### src/bf3_pkg.sv
// Shared constants and types for the 3x3 grayscale bilateral filter.
`default_nettype none
package bf3_pkg;

  localparam int unsigned PIXEL_BITS_DEF       = 8;
  localparam int unsigned WEIGHT_FRAC_BITS_DEF = 15;
  localparam int unsigned WEIGHT_BITS          = 16;
  localparam int unsigned NUM_NEIGH            = 8;
  localparam int unsigned NUM_LUT              = NUM_NEIGH / 2;
  localparam int unsigned CFG_IDX_BITS         = 1;

  // Lane order: up_left, up, up_right, left, right, down_left, down, down_right.
  localparam logic [NUM_NEIGH-1:0] CORNER_LANES = 8'b1010_0101;

  typedef enum logic [CFG_IDX_BITS-1:0] {
    REG_EDGE   = 1'b0,
    REG_CORNER = 1'b1
  } cfg_reg_e;

endpackage
`default_nettype wire

### src/bf3_divider.sv
// Pipelined restoring divider, one quotient bit per stage.
`default_nettype none
module bf3_divider
  import bf3_pkg::*;
#(
  parameter int unsigned PIXEL_BITS       = PIXEL_BITS_DEF,
  parameter int unsigned WEIGHT_FRAC_BITS = WEIGHT_FRAC_BITS_DEF,
  localparam int unsigned WW = 2 * WEIGHT_BITS - WEIGHT_FRAC_BITS,
  localparam int unsigned DW = WW + 4,
  localparam int unsigned NW = DW + PIXEL_BITS
) (
  input  wire logic                  clk_i,
  input  wire logic                  rst_ni,
  input  wire logic                  en_i,
  input  wire logic                  vld_i,
  input  wire logic [NW-1:0]         num_i,
  input  wire logic [DW-1:0]         den_i,
  output logic                       vld_o,
  output logic      [PIXEL_BITS-1:0] quot_o
);

  localparam int unsigned LAST = PIXEL_BITS - 1;

  logic                  vld_q [PIXEL_BITS];
  logic [NW-1:0]         rem_q [PIXEL_BITS];
  logic [DW-1:0]         den_q [PIXEL_BITS];
  logic [PIXEL_BITS-1:0] quot_q [PIXEL_BITS];

  for (genvar s = 0; s < PIXEL_BITS; s++) begin : g_stage
    logic                  vld_in;
    logic [NW-1:0]         rem_in;
    logic [DW-1:0]         den_in;
    logic [PIXEL_BITS-1:0] quot_in;
    logic [NW-1:0]         dsh;
    logic                  ge;

    if (s == 0) begin : g_first
      assign vld_in  = vld_i;
      assign rem_in  = num_i;
      assign den_in  = den_i;
      assign quot_in = '0;
    end else begin : g_next
      assign vld_in  = vld_q[s-1];
      assign rem_in  = rem_q[s-1];
      assign den_in  = den_q[s-1];
      assign quot_in = quot_q[s-1];
    end

    assign dsh = NW'(den_in) << (PIXEL_BITS - 1 - s);
    assign ge  = rem_in >= dsh;

    always_ff @(posedge clk_i or negedge rst_ni) begin
      if (!rst_ni) begin
        vld_q[s] <= 1'b0;
      end else if (en_i) begin
        vld_q[s] <= vld_in;
      end
    end

    always_ff @(posedge clk_i) begin
      if (en_i) begin
        rem_q[s]  <= ge ? rem_in - dsh : rem_in;
        den_q[s]  <= den_in;
        quot_q[s] <= (quot_in << 1) | PIXEL_BITS'(ge);
      end
    end
  end

  assign vld_o  = vld_q[LAST];
  assign quot_o = quot_q[LAST];

  a_den_nonzero : assert property (@(posedge clk_i) disable iff (!rst_ni)
    (vld_i && en_i) |-> (den_i != '0))
    else $error("divider fed a zero denominator");

  a_num_bound : assert property (@(posedge clk_i) disable iff (!rst_ni)
    (vld_i && en_i) |-> ((NW+1)'(num_i) < ((NW+1)'(den_i) << PIXEL_BITS)))
    else $error("quotient would overflow the pixel range");

  a_rem_below_den : assert property (@(posedge clk_i) disable iff (!rst_ni)
    vld_q[LAST] |-> (rem_q[LAST] < NW'(den_q[LAST])))
    else $error("final remainder not below denominator");

endmodule
`default_nettype wire

### config.mk
export PLATFORM = sky130hd
export DESIGN_NAME = bf3_divider
export DESIGN_NICKNAME = d
export VERILOG_FILES = /design/src/bf3_pkg.sv /design/src/bf3_divider.sv
export SDC_FILE = /design/constraint.sdc
export NUM_CORES = 1
export LEC_CHECK = 0
export CELL_PAD_IN_SITES_DETAIL_PLACEMENT = 2
export CELL_PAD_IN_SITES_GLOBAL_PLACEMENT = 2
export CORE_MARGIN = 2
export CORE_UTILIZATION = 38
export DETAILED_ROUTE_END_ITERATION = 7
export DONT_BUFFER_PORTS = 1
export PLACE_DENSITY = 0.78
export REMOVE_ABC_BUFFERS = 1
export SLEW_MARGIN = 20
export SYNTH_ARGS = -nofsm -noshare
export SYNTH_HDL_FRONTEND = slang
export SYNTH_SLANG_ARGS = --single-unit
### constraint.sdc
create_clock -name clk_i -period 3.1 [get_ports clk_i]
set_input_delay 0.62 -clock clk_i [delete_from_list [all_inputs] [get_ports clk_i]]
set_output_delay 0.62 -clock clk_i [all_outputs]
set_load 0.03 [all_outputs]
Yosys cells after proc, flatten, opt, wreduce, memory -nomap -nowiden
Memory sizes are Yosys's and may differ from the RTL's. Index checks and enable logic that the tools add are counted.

$add $sub $neg: 8. Magnitude comparators: 8. Bitwise gates (word level): 7. Muxes and demuxes: 10.

Operators with widths (number): $mux 29 (8); $or 8x1->8 (7); $ge 29x21->1 (1); $ge 29x22->1 (1); $ge 29x23->1 (1); $ge 29x24->1 (1); $ge 29x25->1 (1); $ge 29x26->1 (1); $ge 29x27->1 (1); $ge 29x28->1 (1); $sub 29x21->29 (1); $sub 29x22->29 (1); $sub 29x23->29 (1); $sub 29x24->29 (1); $sub 29x25->29 (1); $sub 29x26->29 (1); $sub 29x27->29 (1); $sub 29x28->29 (1); $mux 1 (2).

Logic and storage cells: 44. Output and inout port bits: 9. Register bits after elaboration: 8. Bits in writable memories: 464. Memories: 3.

Memories: rem_q (words 8, width 29, rd ports 7, clocked after Yosys merged registers in 0, wr ports 8, RTL line bf3_divider.sv:25) `logic [NW-1:0] rem_q [PIXEL_BITS];`; den_q (words 8, width 21, rd ports 7, clocked after Yosys merged registers in 0, wr ports 8, RTL line bf3_divider.sv:26) `logic [DW-1:0] den_q [PIXEL_BITS];`; quot_q (words 8, width 8, rd ports 8, clocked after Yosys merged registers in 0, wr ports 8, RTL line bf3_divider.sv:27) `logic [PIXEL_BITS-1:0] quot_q [PIXEL_BITS];`.

Longest topological paths before layout
Gate-level depths: netlist (run 1). An unclocked memory read counts as a cell.

Word-level depth: 3. Gate-level depth with buffers: 13.

Least setup slack after synthesis (run 1)
Ideal clock, no wire load.

Path type: input port to flip-flop. Start point: input num_i[7]. End point: memory rem_q[0][27] (netlist bit), data pin. Setup time: 0.262 ns. Buffers on the path: 2. Slack: -0.082 ns. Stages on the path: 12. Required time: 2.838 ns. Arrival time: 2.920 ns. Path through: inv_1 > ha_1 > fa_1 > nor2b_1 > o31a_1 > o2111ai_2 > a2111oi_0 > or3_1 > a21o_1 > buf_2 > buf_6 > mux2_1.

RTL lines: start, declared (RTL line bf3_divider.sv:16) `input wire logic [NW-1:0] num_i,`; end, declared (RTL line bf3_divider.sv:25).

==> results.json, run 1 <==
{
  "outcome": "finished with violations",
  "violations": "negative setup slack",
  "drt_first_pass_iters": 4,
  "rsz0062_at_grt": "yes",
  "crit_fanout": 6,
  "cts-root-buf": "clkbuf_16",
  "port-buffer-count": 0,
  "ys_ff_latch": 394,
  "synth_xor_area_share_pct": 4.82,
  "grtUsageTotal_pct": 20.6,
  "fmax_mhz": 320,
  "synthMuxAreaShare_pct": 2.11,
  "drive_above_1_share_pct": 19.0,
  "worstPathCellList": "inv_1, ha_2, inv_2, fa_2, a211oi_4, o21ai_2, a211oi_2, buf_4, nor2_4, a41oi_4, o31ai_4, buf_6, clkbuf_16, buf_4, nor2_2, a21oi_1",
  "worst_path_max_delay_cell": "edfxtp_1",
  "initial_utilization_pct": 38.5,
  "rows": 89,
  "intPower_w": 0.0151,
  "clk_latency_ps": 600,
  "cts_tree": "yes",
  "min_path_type": "in -> reg",
  "timing.final.ws_setup_ps": -21.5,
  "finClkSkew_ps": 35.4,
  "setup_viol": 9,
  "drt_iter0_markers": 564,
  "clockBufferDepth": 3,
  "crit_start": "rem_q[5][1]$_DFFE_PP_",
  "die_h_um": 249,
  "switching_share_pct": 35.9,
  "num_vias": 16900,
  "cts_buffers": 47,
  "h-tree-depth": 2,
  "antenna_found_initial": 0,
  "cts.sinks": 394,
  "ys_warn_count": 0,
  "finalNonFillerCells": 3102,
  "syn_inst": 2064,
  "cp.arrival_ps": 3460,
  "cp-end-kind": "flop",
  "routed_wl_mm": 66.5,
  "numPlacedInstances": 2991,
  "p_sw_w": 0.00845,
  "path_clk_slew_ps": 60,
  "cp-start-kind": "flop",
  "crit_required_ps": 3440,
  "finalCritPeriodShare_pct": 101,
  "r2r_start": "rem_q[5][1]$_DFFE_PP_",
  "drv_cap": 0,
  "ys_async_sr_fraction_pct": 2.03,
  "die_w_um": 249,
  "pin_count": 63,
  "synth_edf_count": 386,
  "max_slew_margin_pct": 56.0,
  "sequentialPowerShare_pct": 35.5,
  "fillers": 6042,
  "cellLeakagePower_nw": 11.0,
  "place_congestion": 0.890,
  "r2r_slack_ps": -20,
  "critPathKind": "reg -> reg",
  "yosysSeqAreaShare_pct": 51.9,
  "synth_top_family_by_area": "compound AO/OA/AOI/OAI gates",
  "ir_drop_mv": 0.437,
  "gr-total-overflow": 0,
  "wire_per_inst_um": 21.4,
  "power_frac_clock_pct": 22.6,
  "area_growth_pct": 21.1,
  "synth-compound-area-share_pct": 15.9,
  "synth-simple-area-share_pct": 11.0,
  "ys.flop_type": "edfxtp_1",
  "ant_nets": 0,
  "fin_nets": 2525,
  "slew_violations": 0,
  "hold_viol": 0,
  "syn_area_um2": 22700,
  "worst_hold_slack_ps": 118,
  "cpPeakStageDelay_ps": 380,
  "cpMostUsedCell": "buf_4",
  "grt_max_degree": 395,
  "diodes": 0,
  "dp_hpwl_mm": 48.7,
  "vias_per_cell": 5.44,
  "pwr-share-comb_pct": 41.9,
  "synth_fa_ha_area_share_pct": 9.87,
  "powerDensity_nw_per_um2": 856,
  "grt_pass1_vias": 19200,
  "power_w": 0.0236,
  "grt_pass1_wl_mm": 103,
  "min_period_ps": 3120,
  "worst_slew_pin_slew_ps": 653,
  "hold_start": "den_i[3]",
  "core_um2": 59000,
  "drc": 0,
  "dieArea_um2": 61800,
  "syn_avg_cell_area_um2": 11.0,
  "synth.distinct_cells": 81
}
[placed cells by master, fill, tap and decap left out, drive strengths merged, types with 26 or more instances in the layout]
cell	netlist	layout
a21o	64	64
nor3	47	47
o21ai	137	137
nand2	147	147
nand4	26	26
edfxtp	386	386
buf	16	217
ha	168	168
o21a	41	41
clkbuf	24	67
a21oi	147	148
xnor2	72	72
nor2	136	136
mux2	39	39
nor2b	29	29
inv	216	217
nand3	27	27
xor2	53	53
[cells by family (layout without fill, tap and decap cells)]
logic type,Yosys count,count (layout)
AND/OR/NAND/NOR,514,514
AO/OA/AOI/OAI,557,558
multiplexers,43,43
adder cells (fa/ha/maj),175,175
flip-flops,394,394
buffers and inverters,256,520
XOR/XNOR,125,125
[area by class of cell]
type | count | area, um^2 | share of cell area, %
sequential | 394 | 11800 | 42.8
inverter | 216 | 813 | 2.95
tap | 773 | 967 | 3.51
clock buffer | 63 | 1310 | 4.75
clock inverter | 19 | 154 | 0.559
timing repair buffer | 222 | 1910 | 6.94
multi-input combinational | 1415 | 10600 | 38.5
[path summary, 6_finish.rpt]
path                                            endpoint  depth (start not counted)
max                               rem_q[6][12]$_DFFE_PP_                         16
min                                den_q[0][3]$_DFFE_PP_                          0
max reg2reg                       rem_q[6][12]$_DFFE_PP_                         16
min reg2reg                      quot_q[1][29]$_DFFE_PP_                          0
max in group asynchronous  g_stage[2].vld_in$_DFFE_PN0P_                          1
min in group asynchronous  g_stage[5].vld_in$_DFFE_PN0P_                          1
[power groups by stage]
stage / combinational (W) / clock, W / sequential (W)
floorplan: 0.00605 / 0 / 0.00805
global placement: 0.00853 / 0 / 0.00834
detailed placement: 0.00904 / 0 / 0.00842
CTS: 0.00932 / 0.00548 / 0.00833
global route: 0.0109 / 0.00567 / 0.00849
finish: 0.00987 / 0.00532 / 0.00836
[critical path, delay by kind of cell, from the launching register on]
kind / cells / cell delay [ps]
simple gates: 2 / 140
compound gates: 6 / 1010
buf+inv: 6 / 760
flops: 1 / 380
fa+ha+maj: 2 / 560
[timing repair]
| action | 4_1_cts | 5_1_grt |
|---|---|---|
| pin swaps | 14 | 35 |
| buffers inserted | 9 | 13 |
| endpoints found under the hold margin | 8 | 0 |
| endpoints found under the setup margin | 105 | 122 |
| hold buffers | 1 | 0 |
| gates cloned | 0 | 6 |
| gates resized for setup | 30 | 134 |
[per-stage QoR]
| step | instance area, um^2 | utilization, % | setup TNS, ps | worst slack, ps |
|---|---|---|---|---|
| 2_1_floorplan | 22500 | - | -15720 | -385 |
| 3_3_place_gp | 25100 | 42.5 | -11100 | -465 |
| 3_5_place_dp | 25100 | 42.5 | -21830 | -509 |
| 4_1_cts | 26800 | 45.3 | 0 | 6.42 |
| 5_1_grt | 27500 | 46.6 | -3430 | -127 |
| 6_report | 27500 | 46.6 | -121 | -21.5 |
[flip-flops by register name (all words and copies together) (netlist names)]
register,flops
rem_q,203
den_q,147
quot_q,36
g_stage.vld_in,7
vld_o,1
[cell usage after synthesis (20+ instances only)]
| master | count | area, um^2 |
|---|---|---|
| a21oi_1 | 146 | 731 |
| ha_1 | 168 | 2100 |
| o21a_1 | 41 | 308 |
| xnor2_1 | 72 | 631 |
| xor2_1 | 53 | 464 |
| clkbuf_1 | 23 | 86.3 |
| a21o_1 | 64 | 480 |
| nor3_1 | 46 | 230 |
| o31ai_1 | 23 | 173 |
| edfxtp_1 | 386 | 11600 |
| nand4_1 | 26 | 163 |
| nand2_1 | 147 | 552 |
| inv_1 | 216 | 811 |
| a211oi_1 | 20 | 150 |
| nand3_1 | 27 | 135 |
| o21ai_0 | 134 | 671 |
| nor2b_1 | 29 | 181 |
| mux2_2 | 37 | 417 |
| nor2_1 | 136 | 510 |
[per-layer routing]
| metal | global-route usage [%] | vias up | part of all wire, % |
|---|---|---|---|
| li1 | - | 8072 | - |
| met1 | 21.9 | 8466 | 38 |
| met2 | 40.3 | 198 | 55 |
| met3 | 2.93 | 125 | 2.4 |
| met4 | 8.16 | 0 | 3.9 |
| met5 | 0 | - | 0 |
Power figures use the tool's default switching activity.
==> run 2: changes to the inputs <==
Settings changed: CORE_MARGIN 2 to 3, PLACE_DENSITY 0.78 to 0.72.
==> results.json, run 2 (same netlist as run 1, synthesis figures left out) <==
{
  "outcome": "finished clean",
  "vias_per_cell": 5.33,
  "cp.arrival_ps": 3370,
  "drv_cap": 0,
  "cp_top_family": "compound AO/OA/AOI/OAI gates",
  "final_cell_mix": "386 x edfxtp_1, 215 x buf_4, 213 x inv_1",
  "setup_viol": 0,
  "cp-start-kind": "flop",
  "finalCritPeriodShare_pct": 98.0,
  "finClkSkew_ps": 20.5,
  "grt_pass1_vias": 19000,
  "cts-root-buf": "clkbuf_16",
  "hold_viol": 0,
  "dieArea_um2": 62800,
  "top_regs": "rem_q: 203 flops, den_q: 147 flops, quot_q: 36 flops",
  "cp-end-kind": "flop",
  "cellLeakagePower_nw": 11.1,
  "path_clk_slew_ps": 60,
  "fin_nets": 2536,
  "r2r-end": "rem_q[1][9]$_DFFE_PP_",
  "worstPathCellList": "ha_1, nor2b_1, o31a_1, o31ai_2, buf_4, nand2_1, or3_1, a31oi_4, buf_12, mux2_2",
  "powerDensity_nw_per_um2": 863,
  "num_vias": 16600,
  "cts_tree": "yes",
  "setup_tns_ps": 0,
  "grt_max_degree": 395,
  "worst_slew_pin_slew_ps": 1240,
  "diodes": 0,
  "fmax_mhz": 329,
  "final_common_cell": "edfxtp_1",
  "fillers": 5991,
  "placed_cell_area_um2": 25200,
  "place_congestion": 0.890,
  "power_w": 0.0237,
  "rows": 89,
  "min_path_type": "in -> reg",
  "fin_util_pct": 46.4,
  "routed_wl_mm": 63.3,
  "postLayoutCellArea_um2": 27400,
  "ir_drop_mv": 0.397,
  "dp_hpwl_mm": 47.8,
  "clk_latency_ps": 590,
  "top_register": "rem_q",
  "pin_count": 63,
  "critPathKind": "reg -> reg",
  "die_w_um": 251,
  "max_slew_margin_pct": 17.4,
  "area_growth_pct": 20.7,
  "cpPeakStageDelay_ps": 420,
  "r2r_start": "rem_q[0][7]$_DFFE_PP_",
  "ant_nets": 0,
  "h-tree-depth": 2,
  "worst_path_max_delay_cell": "edfxtp_1",
  "cts.sinks": 394,
  "slew_violations": 0,
  "wire_per_inst_um": 20.3,
  "clockBufferDepth": 3,
  "hold_start": "den_i[7]",
  "crit_required_ps": 3440,
  "drive_above_1_share_pct": 18.3,
  "die_h_um": 251,
  "grtUsageTotal_pct": 20.2,
  "min_period_ps": 3040,
  "gr-total-overflow": 0,
  "grt_pass1_wl_mm": 102,
  "core_um2": 59100,
  "drt_iter0_markers": 593,
  "r2r_slack_ps": 60,
  "min_to": "den_q[0][7]$_DFFE_PP_",
  "cts_buffers": 48,
  "drc": 0,
  "port-buffer-count": 0,
  "worstHoldPathCells": 0,
  "antenna_found_initial": 0,
  "initial_utilization_pct": 38.4,
  "r2r_cells": 10,
  "worst-path-buf-inv": 2,
  "rsz0062_at_grt": "yes",
  "drt_first_pass_iters": 4,
  "crit_fanout": 14,
  "largest_register_ffs": 203
}
run 2: cell count changes in the layout (fill, tap and decap cells not counted), moves of 6 or more:
cell,previous run,this run
nor2_1,125,134
nor2_4,9,0
o21ai_0,120,126
buf_4,192,215
a21oi_2,8,2
run 2: worst register-to-register path: stages, from the launching register on:
cell and delay (ps):
edfxtp_1 420, ha_1 330, nor2b_1 170, o31a_1 290, o31ai_2 210, buf_4 180
nand2_1 80, or3_1 370, a31oi_4 210, buf_12 170, mux2_2 350
run 2: worst max path at each step:
stage / startpoint / endpoint / slack, ps / cells past startpoint
floorplan: num_i[7] / rem_q[0][10]$_DFFE_PP_ / -380 / 10
global placement: num_i[7] / rem_q[0][11]$_DFFE_PP_ / -460 / 12
detailed placement: num_i[7] / rem_q[0][14]$_DFFE_PP_ / -470 / 12
CTS: rem_q[0][6]$_DFFE_PP_ / rem_q[1][28]$_DFFE_PP_ / 0.7 / 11
global route: rem_q[5][1]$_DFFE_PP_ / rem_q[6][2]$_DFFE_PP_ / -100 / 13
finish: rem_q[0][7]$_DFFE_PP_ / rem_q[1][9]$_DFFE_PP_ / 60 / 10
run 2: timing repair:
| action | 4_1_cts | 5_1_grt |
|---|---|---|
| resized for setup | 30 | 63 |
| setup endpoints to repair | 86 | 101 |
| cloned | 1 | 3 |
| buffers inserted | 6 | 14 |
| hold endpoints to repair | 8 | 0 |
| pin swaps | 11 | 22 |
| hold buffers | 1 | 0 |
run 2: report_power, final:
part / leakage, nW / internal, W / total, W / switching [W]
Combinational: 6.49 / 0.00442 / 0.00960 / 0.00518
Clock: 0.793 / 0.00353 / 0.00577 / 0.00224
Sequential: 3.84 / 0.00752 / 0.00831 / 0.000790
Total: 11.1 / 0.0155 / 0.0237 / 0.00821
run 2: area by class of cell:
type                            count  area, um^2  area share [%]
Sequential cell                   394       11800            43.0
Tap cell                          773         967            3.53
Multi-Input combinational cell   1414       10300            37.6
Clock inverter                     29         327            1.19
Timing Repair Buffer              233        1930            7.02
Clock buffer                       58        1290            4.70
Inverter                          216         811            2.96
run 2: routing by layer:
layer / vias to the layer above / share of wire, % / track usage (%)
met3: 112 / 2.2 / 2.70
met2: 183 / 55 / 39.5
met1: 8236 / 39 / 21.7
li1: 8097 / - / -
met5: - / 0 / 0
met4: 0 / 3.9 / 8.02
run 2: stage by stage:
stage	instances	worst slack (ps)	hold slack (ps)
floorplan	2024	-385	324
global placement	3007	-464	325
detailed placement	3007	-466	325
CTS	3102	0.671	75.5
global route	3117	-95.2	82.5
finish	3117	61.6	122
==> run 3: changes to the inputs <==
--- a/config.mk
+++ b/config.mk
@@ -6,11 +6,12 @@
 export NUM_CORES = 1
 export LEC_CHECK = 0
+export ABC_AREA = 1
 export CELL_PAD_IN_SITES_DETAIL_PLACEMENT = 2
 export CELL_PAD_IN_SITES_GLOBAL_PLACEMENT = 2
 export CORE_MARGIN = 3
-export CORE_UTILIZATION = 38
+export CORE_UTILIZATION = 35
 export DETAILED_ROUTE_END_ITERATION = 7
 export DONT_BUFFER_PORTS = 1
-export PLACE_DENSITY = 0.72
+export PLACE_DENSITY = 0.75
 export REMOVE_ABC_BUFFERS = 1
 export SLEW_MARGIN = 20
==> constraint.sdc (replaced) <==
create_clock -name clk_i -period 3.1 [get_ports clk_i]
set_input_delay 0.155 -clock clk_i [delete_from_list [all_inputs] [get_ports clk_i]]
set_output_delay 0.155 -clock clk_i [all_outputs]
set_load 0.03 [all_outputs]
==> results.json, run 3 <==
{
  "ys.flop_type": "edfxtp_1",
  "clk_latency_ps": 640,
  "cellLeakagePower_nw": 15.0,
  "drc": 0,
  "grt_max_degree": 401,
  "max_slew_margin_pct": 43.9,
  "place_congestion": 0.899,
  "postLayoutCellArea_um2": 30600,
  "min_path_type": "in -> reg",
  "wire_per_inst_um": 22.6,
  "grt_pass1_wl_mm": 162,
  "slew_violations": 0,
  "routed_wl_mm": 107,
  "rows": 101,
  "fmax_mhz": 346,
  "area_growth_pct": 13.6,
  "timing.final.ws_setup_ps": 206,
  "cp_top_family": "simple AND/OR/NAND/NOR gates",
  "cts_tree": "yes",
  "largest_register_ffs": 203,
  "gr-total-overflow": 0,
  "drt_first_pass_iters": 5,
  "power_w": 0.0259,
  "finalCritPeriodShare_pct": 93.3,
  "worstPathCellList": "inv_1, ha_1, inv_1, fa_1, nand3_2, nand3_2, nand2_1, nand2_1, nand2_1, nand4_2, inv_2, buf_4, nand2_1, nand2_1",
  "synth.most_common_cell": "nand2_1",
  "top_regs": "rem_q: 203 flops, den_q: 147 flops, quot_q: 36 flops",
  "syn_inst": 3555,
  "core_um2": 76100,
  "min_period_ps": 2890,
  "critPathKind": "reg -> reg",
  "ir_drop_mv": 0.368,
  "setup_viol": 0,
  "initial_utilization_pct": 35.4,
  "worst_slew_pin_slew_ps": 832,
  "yosys.area.top_type": "edfxtp_1",
  "yosysSeqAreaShare_pct": 43.7,
  "path_clk_slew_ps": 60,
  "cp.arrival_ps": 3310,
  "cpMostUsedCell": "nand2_1",
  "setup_tns_ps": 0,
  "cp-start-kind": "flop",
  "placed_cell_area_um2": 28100,
  "dp_hpwl_mm": 85.6,
  "powerDensity_nw_per_um2": 844,
  "top_register": "rem_q",
  "outcome": "finished with violations",
  "h-tree-depth": 2,
  "yosys-top-cells-count": "1,361 x nand2_1, 688 x inv_1, 386 x edfxtp_1, 232 x nor2_1, 209 x nand3_1",
  "final_cell_mix": "1,361 x nand2_1, 688 x inv_1, 386 x edfxtp_1",
  "ys_ff_latch": 394,
  "diodes": 0,
  "drv_cap": 0,
  "final_common_cell": "nand2_1",
  "drive_above_1_share_pct": 4.75,
  "syn_area_um2": 27000,
  "clockBufferDepth": 3,
  "worst-path-buf-inv": 4,
  "worst_hold_slack_ps": -33.0,
  "crit_fanout": 8,
  "crit_required_ps": 3510,
  "grt_pass1_vias": 27100,
  "synth_edf_count": 386,
  "ant_nets": 0,
  "num_vias": 23700,
  "ys_warn_count": 0,
  "synth_top_area_share_pct": 43.0,
  "fin_nets": 3893,
  "die_h_um": 284,
  "cts_buffers": 51,
  "antenna_found_initial": 0,
  "cpPeakStageDelay_ps": 460,
  "synth.distinct_cells": 44,
  "cp-end-kind": "flop",
  "drt_iter0_markers": 1094,
  "ys_async_sr_fraction_pct": 2.03,
  "rsz0062_at_grt": "no",
  "hold_viol": 4,
  "vias_per_cell": 5.01,
  "violations": "negative hold slack",
  "syn_avg_cell_area_um2": 7.59,
  "finClkSkew_ps": 61.8,
  "die_w_um": 284,
  "dieArea_um2": 80400,
  "worst_path_max_delay_cell": "fa_1",
  "port-buffer-count": 0,
  "pin_count": 63,
  "grtUsageTotal_pct": 26.2,
  "postCtsSetupBuffers": 0,
  "dp_slack_ps": 43.4,
  "cts.sinks": 394,
  "fillers": 8878,
  "synth_area_leaders": "edfxtp_1 43%, nand2_1 19%, inv_1 9.6%",
  "cts-root-buf": "clkbuf_16"
}
==> run 3: cell type report <==
type | instances | area [um^2] | area share [%]
Timing Repair Buffer | 85 | 878 | 2.87
Inverter | 697 | 2620 | 8.55
Multi-Input combinational cell | 2435 | 12300 | 40.1
Sequential cell | 394 | 11800 | 38.5
Clock inverter | 37 | 418 | 1.36
Clock buffer | 59 | 1350 | 4.40
Tap cell | 1030 | 1290 | 4.21
==> run 3: worst paths after layout <==
check,start,to,slack [ps],depth (start not counted)
worst max register to register,rem_q[1][5]$_DFFE_PP_,rem_q[2][21]$_DFFE_PP_,210,14
worst min-delay path,en_i,rem_q[1][8]$_DFFE_PP_,-30,0
max in group asynchronous,rst_ni,g_stage[3].vld_in$_DFFE_PN0P_,2360,2
worst min register to register,quot_q[1][10]$_DFFE_PP_,quot_q[1][19]$_DFFE_PP_,390,0
worst max-delay path,rem_q[1][5]$_DFFE_PP_,rem_q[2][21]$_DFFE_PP_,210,14
min in group asynchronous,rst_ni,g_stage[7].vld_in$_DFFE_PN0P_,440,2
==> run 3: repair_timing <==
action | CTS | global route
resized for setup | 1 | 1
pin swaps | 0 | 0
hold buffers | 63 | 5
endpoints found under the hold margin | 452 | 38
setup endpoints to repair | 3 | 6
==> run 3: logic make-up (layout without fill, tap and decap cells) <==
family / count (synthesis) / count (layout) / share of synthesized area (%)
AO/OA/AOI/OAI: 203 / 203 / 4.15
multiplexers: 2 / 2 / 0.0835
XOR/XNOR: 85 / 85 / 2.76
buffers and inverters: 726 / 878 / 10.7
AND/OR/NAND/NOR: 1970 / 1970 / 30.3
adder cells (fa/ha/maj): 175 / 175 / 8.31
flip-flops: 394 / 394 / 43.7
==> run 3: where the power goes <==
group	leakage (nW)	switching (W)	internal, W
Sequential	3.84	0.000942	0.00743
Combinational	10.4	0.00762	0.00358
Clock	0.842	0.00262	0.00366
Total	15.0	0.0112	0.0147
==> run 3: routing by layer <==
| layer | part of all wire, % | up-vias | track usage (%) |
|---|---|---|---|
| li1 | - | 11400 | - |
| met1 | 37 | 11800 | 26.9 |
| met2 | 55 | 316 | 52.7 |
| met3 | 2.1 | 216 | 2.44 |
| met4 | 5.1 | 0 | 12.1 |
| met5 | 0 | - | 0 |
==> run 3: metrics by stage <==
step                cells  utilization (%)
detailed placement   4573             37.0
CTS                  4732             40.1
finish               4737             40.3
global placement     4573             37.0
floorplan            3526                -
global route         4737             40.3
